**config.mk**
```make
export PLATFORM = sky130hd
export DESIGN_NAME = eucm_sqrt
export DESIGN_NICKNAME = d
export VERILOG_FILES = /design/src/rtl/eucm_pkg.sv /design/src/rtl/eucm_sqrt.sv
export SDC_FILE = /design/constraint.sdc
export NUM_CORES = 2
export LEC_CHECK = 0
export BUFFER_PORTS_ARGS = -buffer_cell sky130_fd_sc_hd__buf_2
export CORE_ASPECT_RATIO = 1.75
export CORE_MARGIN = 2
export CORE_UTILIZATION = 56
export DETAILED_ROUTE_END_ITERATION = 8
export GPL_ROUTABILITY_DRIVEN = 0
export PLACE_DENSITY = 0.77
export SYNTH_ARGS = -nofsm -noshare
export SYNTH_HDL_FRONTEND = slang
export SYNTH_MEMORY_MAX_BITS = 65536
export SYNTH_SLANG_ARGS = --single-unit
```
**constraint.sdc**
```tcl
create_clock -name clock -period 4.1 [get_ports clock]
set_clock_uncertainty 0.1 [all_clocks]
set_input_delay 0.205 -clock clock [delete_from_list [all_inputs] [get_ports clock]]
set_output_delay 0.205 -clock clock [all_outputs]
set_load 0.01 [all_outputs]
```
**src/rtl/eucm_pkg.sv**
```systemverilog
// Package for the EUCM projection unit: channel structs, register indexes,
// unit latencies and saturating helpers. No dependencies.
package eucm_pkg;

   typedef struct packed {
      logic              opcode;
      logic signed [31:0] point_x;
      logic signed [31:0] point_y;
      logic signed [31:0] point_z;
      logic signed [31:0] pixel_u;
      logic signed [31:0] pixel_v;
      logic [30:0]        range_depth;
   } req_type;

   typedef struct packed {
      logic signed [31:0] image_u;
      logic signed [31:0] image_v;
      logic signed [31:0] ray_x;
      logic signed [31:0] ray_y;
      logic signed [31:0] ray_z;
      logic               degenerate;
   } rsp_type;

   typedef enum logic [2:0] {
      CSR_ALPHA    = 3'd0,
      CSR_BETA     = 3'd1,
      CSR_FOCAL_X  = 3'd2,
      CSR_FOCAL_Y  = 3'd3,
      CSR_CENTER_X = 3'd4,
      CSR_CENTER_Y = 3'd5
   } csr_index_type;

   localparam logic        OP_PROJECT = 1'b0;
   localparam int          DSTEPS     = 64;
   localparam int          SSTEPS     = 32;
   localparam int          LAT_MUL    = 3;
   localparam int          LAT_DIV    = DSTEPS + 2;
   localparam int          LAT_SQRT   = SSTEPS + 3;
   localparam logic signed [63:0] LIM = 64'sh3FFF_FFFF_FFFF_FFFF;

   function automatic logic signed [63:0] sadd(input logic signed [63:0] a,
                                                input logic signed [63:0] b);
      logic signed [64:0] s;
      s = 65'(a) + 65'(b);
      if (s > 65'(LIM)) return LIM;
      if (s < -65'(LIM)) return -LIM;
      return s[63:0];
   endfunction

   function automatic logic [63:0] mag64(input logic signed [63:0] v);
      return (v < 0) ? 64'(-v) : 64'(v);
   endfunction

   function automatic logic [31:0] out32(input logic signed [63:0] v);
      if (v > 64'sd2147483647) return 32'h7FFF_FFFF;
      if (v < -64'sd2147483648) return 32'h8000_0000;
      return v[31:0];
   endfunction

endpackage

```
**src/rtl/eucm_sqrt.sv**
```systemverilog
// Pipelined fixed-point square root with range prescale, two bits per stage.
// Depends on eucm_pkg.
module eucm_sqrt import eucm_pkg::*; #(
   parameter int FRAC_BITS = 16,
   parameter int TW = 1
) (
   input  logic               clock,
   input  logic               reset,
   input  logic signed [63:0] a_i,
   input  logic [TW-1:0]      tag_i,
   output logic signed [63:0] r_o,
   output logic [TW-1:0]      tag_o
);
   localparam logic [63:0] AMAX = 64'hFFFF_FFFF_FFFF_FFFF >> FRAC_BITS;

   logic signed [63:0] a_ff;
   logic [TW-1:0] taga_ff, tago_ff;
   logic [63:0] op_ff  [0:SSTEPS];
   logic [35:0] rem_ff [0:SSTEPS];
   logic [31:0] rt_ff  [0:SSTEPS];
   logic [3:0]  k_ff   [0:SSTEPS];
   logic [TW-1:0] tag_ff [0:SSTEPS];
   logic [35:0] rem_in [1:SSTEPS];
   logic [31:0] rt_in  [1:SSTEPS];
   logic [35:0] acc, trial;
   logic [3:0]  k;
   logic [63:0] ua, op_in;
   logic signed [63:0] r_ff;

   always_comb begin
      ua = 64'(a_ff);
      k  = '0;
      for (int kk = 15; kk >= 0; kk--) begin
         if ((ua >> (2 * kk)) <= AMAX) k = 4'(kk);
      end
      op_in = (a_ff > 64'sd0) ? ((ua >> (2 * k)) << FRAC_BITS) : 64'd0;
      acc   = '0;
      trial = '0;
      for (int s = 1; s <= SSTEPS; s++) begin
         acc   = {rem_ff[s-1][33:0], op_ff[s-1][63:62]};
         trial = {2'b00, rt_ff[s-1], 2'b01};
         if (acc >= trial) begin
            rem_in[s] = acc - trial;
            rt_in[s]  = {rt_ff[s-1][30:0], 1'b1};
         end else begin
            rem_in[s] = acc;
            rt_in[s]  = {rt_ff[s-1][30:0], 1'b0};
         end
      end
   end

   always_ff @(posedge clock) begin
      a_ff      <= a_i;
      op_ff[0]  <= op_in;
      rem_ff[0] <= '0;
      rt_ff[0]  <= '0;
      k_ff[0]   <= k;
      for (int s = 1; s <= SSTEPS; s++) begin
         op_ff[s]  <= {op_ff[s-1][61:0], 2'b00};
         rem_ff[s] <= rem_in[s];
         rt_ff[s]  <= rt_in[s];
         k_ff[s]   <= k_ff[s-1];
      end
      r_ff <= $signed(64'(rt_ff[SSTEPS]) << k_ff[SSTEPS]);
      if (reset) begin
         taga_ff <= '0;
         for (int s = 0; s <= SSTEPS; s++) tag_ff[s] <= '0;
         tago_ff <= '0;
      end else begin
         taga_ff   <= tag_i;
         tag_ff[0] <= taga_ff;
         for (int s = 1; s <= SSTEPS; s++) tag_ff[s] <= tag_ff[s-1];
         tago_ff <= tag_ff[SSTEPS];
      end
   end

   assign r_o   = r_ff;
   assign tag_o = tago_ff;
endmodule

```
Word-level counts from Yosys, hierarchy flattened
Memory sizes are Yosys's and may differ from the RTL's. A register that Yosys moved wholly into a read port is not among the register bits.
Cells that the tools add are included.
{ "classes": {"addsub": 32, "n_lt_le_gt_ge": 49, "n_shift": 2, "mux": 117, "bitwise": 33} }
{ "ops": {"columns": ["operator", "count"], "rows": [
  ["$ge 36x34->1", 32],
  ["$mux 36", 32],
  ["$sub 36x34->36", 32],
  ["$mux 1", 68],
  ["$gt 64x1->1 const B", 1],
  ["$le 64x48->1 const B", 1],
  ["$mux 4", 16],
  ["$mux 64", 1],
  ["$shl 32x4->64", 1],
  ["$shr 64x5->48", 1],
  ["$le 62x48->1 const B", 1],
  ["$le 60x48->1 const B", 1],
  ["$le 58x48->1 const B", 1],
  ["$le 56x48->1 const B", 1],
  ["$le 54x48->1 const B", 1],
  ["$le 52x48->1 const B", 1],
  ["$le 50x48->1 const B", 1],
  ["$le 34x48->1 const B", 1],
  ["$le 36x48->1 const B", 1],
  ["$le 38x48->1 const B", 1],
  ["$le 40x48->1 const B", 1],
  ["$le 42x48->1 const B", 1],
  ["$le 44x48->1 const B", 1],
  ["$le 46x48->1 const B", 1],
  ["2 further kinds", 34]
]} }
{ "totals": {"regBits": 129, "ramBits": 4521, "out_inout_bits": 65, "wordCells": 241, "mem_count": 5} }
{ "mem_list": {"columns": ["name", "words", "width", "rd", "rd_clocked_by_memory_dff", "write_ports", "line", "source"], "rows": [
  ["op_ff", 33, 64, 32, 0, 33, "eucm_sqrt.sv:18", "logic [63:0] op_ff [0:SSTEPS];"],
  ["rem_ff", 33, 36, 32, 0, 33, "eucm_sqrt.sv:19", "logic [35:0] rem_ff [0:SSTEPS];"],
  ["rt_ff", 33, 32, 33, 0, 33, "eucm_sqrt.sv:20", "logic [31:0] rt_ff [0:SSTEPS];"],
  ["k_ff", 33, 4, 33, 0, 33, "eucm_sqrt.sv:21", "logic [3:0] k_ff [0:SSTEPS];"],
  ["tag_ff", 33, 1, 33, 1, 33, "eucm_sqrt.sv:22", "logic [TW-1:0] tag_ff [0:SSTEPS];"]
]} }

Depth between registers and ports, before layout
{ "depth": {"word_depth": 19, "depth_mapped": 15, "ltp_nobuf": 13} }

Least setup slack after synthesis
Ideal clock, no wire load.
{ "synth_path": {"path_kind": "flip-flop to flip-flop", "start": "memory rt_ff[26][0], in the netlist rt_ff[0][832]", "end": "memory rem_ff[27][15], in the netlist rem_ff[0][987]", "setup_time_ps": 121, "arrival_ps": 3653, "slack_ps": 226, "stages_incl_launch_ff": 14, "n_path_buf": 2, "cell_sequence": "dfxtp_1 > inv_1 > ha_1 > fa_1 > a211o_1 > a2111o_1 > a21oi_2 > a21boi_2 > a31o_1 > a221o_1 > or4b_4 > buf_6 > buf_6 > mux2_4"} }
{ "synth_lines": {"columns": ["item", "line"], "rows": [
  ["from (decl)", "eucm_sqrt.sv:20"],
  ["to (decl)", "eucm_sqrt.sv:19"]
]} }

==> run summary <==
die width: 310.8 um
clk sinks: 2402
failing checks: setup timing
Syn. warnings: 0
DRC violations left: 0
slowest CP cell: mux2i_1
critical path startpoint: a_ff[57]
Final Net Count: 10270
worst flop-to-flop path startpoint: a_ff[57]
FF+latch count, synth: 2402
H-tree depth: 4
count leader, synth: dfxtp_1
Die H: 541.0 um
worst min-delay path class: register to register
post-layout min period: 4215 ps
Initial Utilization: 56.21%
WP data arrival: 4860 ps
maximum clock rate: 237.3 MHz
Port Buffer Count: 114
Final WS setup: -114.6 ps
total gr overflow: 0
Post-DP Area: 0.09573 mm2
Total Power: 66.82 mW
critical path depth: 10
Critical Path Sink: op_ff[0][36]
clk root buf: clkbuf_16
vias per cell: 5.656
Setup CP Type: register to register
Die Area: 0.1682 mm2
design area: 0.1044 mm2
clk buf depth: 4
critical-path cell list: nor4_1 > nand4_1 > buf_4 > nor4_1 > a21oi_4 > buf_12 > mux2i_1 > mux2i_1 > nand2_1 > a311oi_1
FF-to-FF path depth: 10
Total GRT Usage: 24.66%
Tcrit/Tclk final: 102.8%
post-synth top area share: 52.12%
dpl ws: -2.188 ps
worst slew pin tran: 1194 ps
Max Fanout on Critical Path: 66
slowest stage delay, CP: 790 ps
Setup crit end kind: register
fill cell count: 12530
Final Core Density: 63.59%
ys async rst share: 0%
register-to-register setup slack: -110 ps
final slew viol count: 0
core area: 0.1642 mm2
FP Rows: 197
CTS buffer count: 207
WL/cell: 17.92 um
Post-synth top cells: dfxtp_1, nand2_1, inv_1
Mapped Area: 0.09227 mm2
Pre-Repair DR Iteration Count: 7
Syn Inst Count: 9279
vias in the first global route: 70200
worst skew pair latency: 880 ps
sequential share of the synthesized area: 52.12%
antenna-violating nets left: 0
worst reg2reg endpoint: op_ff[0][36]
Top delay family on crit path: simple AND/OR/NAND/NOR gates
P per Cell Area: 640.1 mW/mm2
P&R area growth vs syn: 13.13%
Yosys cell types: 102
CTS tree: built
largest net degree at the start of global routing: 67
layout cell share with drive strength beyond 1: 8.127%
worst slew margin relative to its limit: 19.64%
Multi-input gate area: 0.04082 mm2
maximum vdd drop: 0.5090 mV
Vias: 67850
Worst EP required: 4750 ps
Final setup viols: 5
Clock transition at path regs: 70 ps
result of the run: finished, violations left
first-pass GRT wire length: 340100 um
Reg area: 0.04809 mm2
I/O pin total: 132
Max Cap Viol: 0
Routed WL: 215000 um
Post-Syn Area per Cell: 9.944 um2
DP Wirelength: 154500 um
Post-synth EDFFs: 0
initial antenna violation count: 1
cell taking the most area after synthesis: dfxtp_1
Buf/Inv on CP: 2
initial DRC count: 3683
main flop type after synthesis: dfxtp_1
final hold violation count: 0
Worst Setup Start Kind: register
leakage power total: 47.53 nW
Synth area leaders: dfxtp_1, ha_1, xor2_1
[cell families after synthesis]
logic type	share of synthesized area (%)
and+or+nand+nor	13.45
DFF	52.12
AOI/OAI and AO/OA	12.52
buffers and inverters	3.901
xor gates and xnor gates	7.632
adders and majority gates	7.569
muxes	2.807
other	0.004064
[repair_timing]
| action | in CTS | in global routing |
|---|---|---|
| resized for setup | 1 | 16 |
| hold buffers | 131 | 0 |
| gates cloned | 0 | 3 |
| buffers inserted | 0 | 5 |
| setup endpoints to repair | 12 | 59 |
| hold endpoints to repair | 99 | 0 |
| pin swaps | 0 | 9 |
[cells in the final DEF (no fill, tap or decap), drive strengths merged, types with 274 or more instances in the layout]
cell type,instances
nand2,718
o21ai,531
xnor2,392
clkbuf,274
a21oi,530
ha,547
xor2,412
nor2,568
inv,704
dfxtp,2402
[flip-flops by register name, indices dropped and copies added (netlist names)]
register and count:
a_ff 64, k_ff 132, rem_ff 996, rt_ff 528, tag_ff 33, taga_ff 1
op_ff 600, tag_o 1, r_o 47
[through the flow]
step                      setup TNS [ps]  std cells  hold WS, ps
after floorplan                        0       9296        132.7
after global placement                 0      11490        206.9
after detailed placement          -3.590      11490        208.6
after CTS                              0      11990        177.2
after global routing              -357.4      12000        191.6
final                             -318.2      12000        172.8
[worst min-delay path by stage]
stage               endpoint  slack, ps          start  cells after the start
2_1_floorplan        a_ff[0]        130         a_i[0]                      0
3_3_place_gp        a_ff[45]        210        a_i[45]                      1
3_5_place_dp        a_ff[45]        210        a_i[45]                      1
4_1_cts        op_ff[0][182]        180  op_ff[0][116]                      0
5_1_grt        op_ff[0][182]        190  op_ff[0][116]                      0
6_report       op_ff[0][182]        170  op_ff[0][116]                      0
[report_power, final]
part	total (mW)	switching, mW	internal [mW]	leakage [nW]
clock network	20.3	8.56	11.7	3.51
logic	14.6	8.07	6.49	24.0
registers	32.0	3.71	28.3	20.0
[area by class of cell]
class	count	share of cell area [%]
repair buffers	362	2.846
clock inverters	101	1.225
flip-flops and latches	2402	46.07
inverters	698	2.510
well taps	2189	2.624
multi-input cells	5973	39.11
clock buffers	271	5.620
diodes	1	0.002397
[metal layers]
layer	GRT usage, %	vias up	wire [um]
li1	-	32650	-
met4	19.10	0	18590
met5	0	-	0
met3	3.439	1067	8704
met2	50.97	2258	120300
met1	20.23	31870	67380
(Power assumes the default switching activity.)
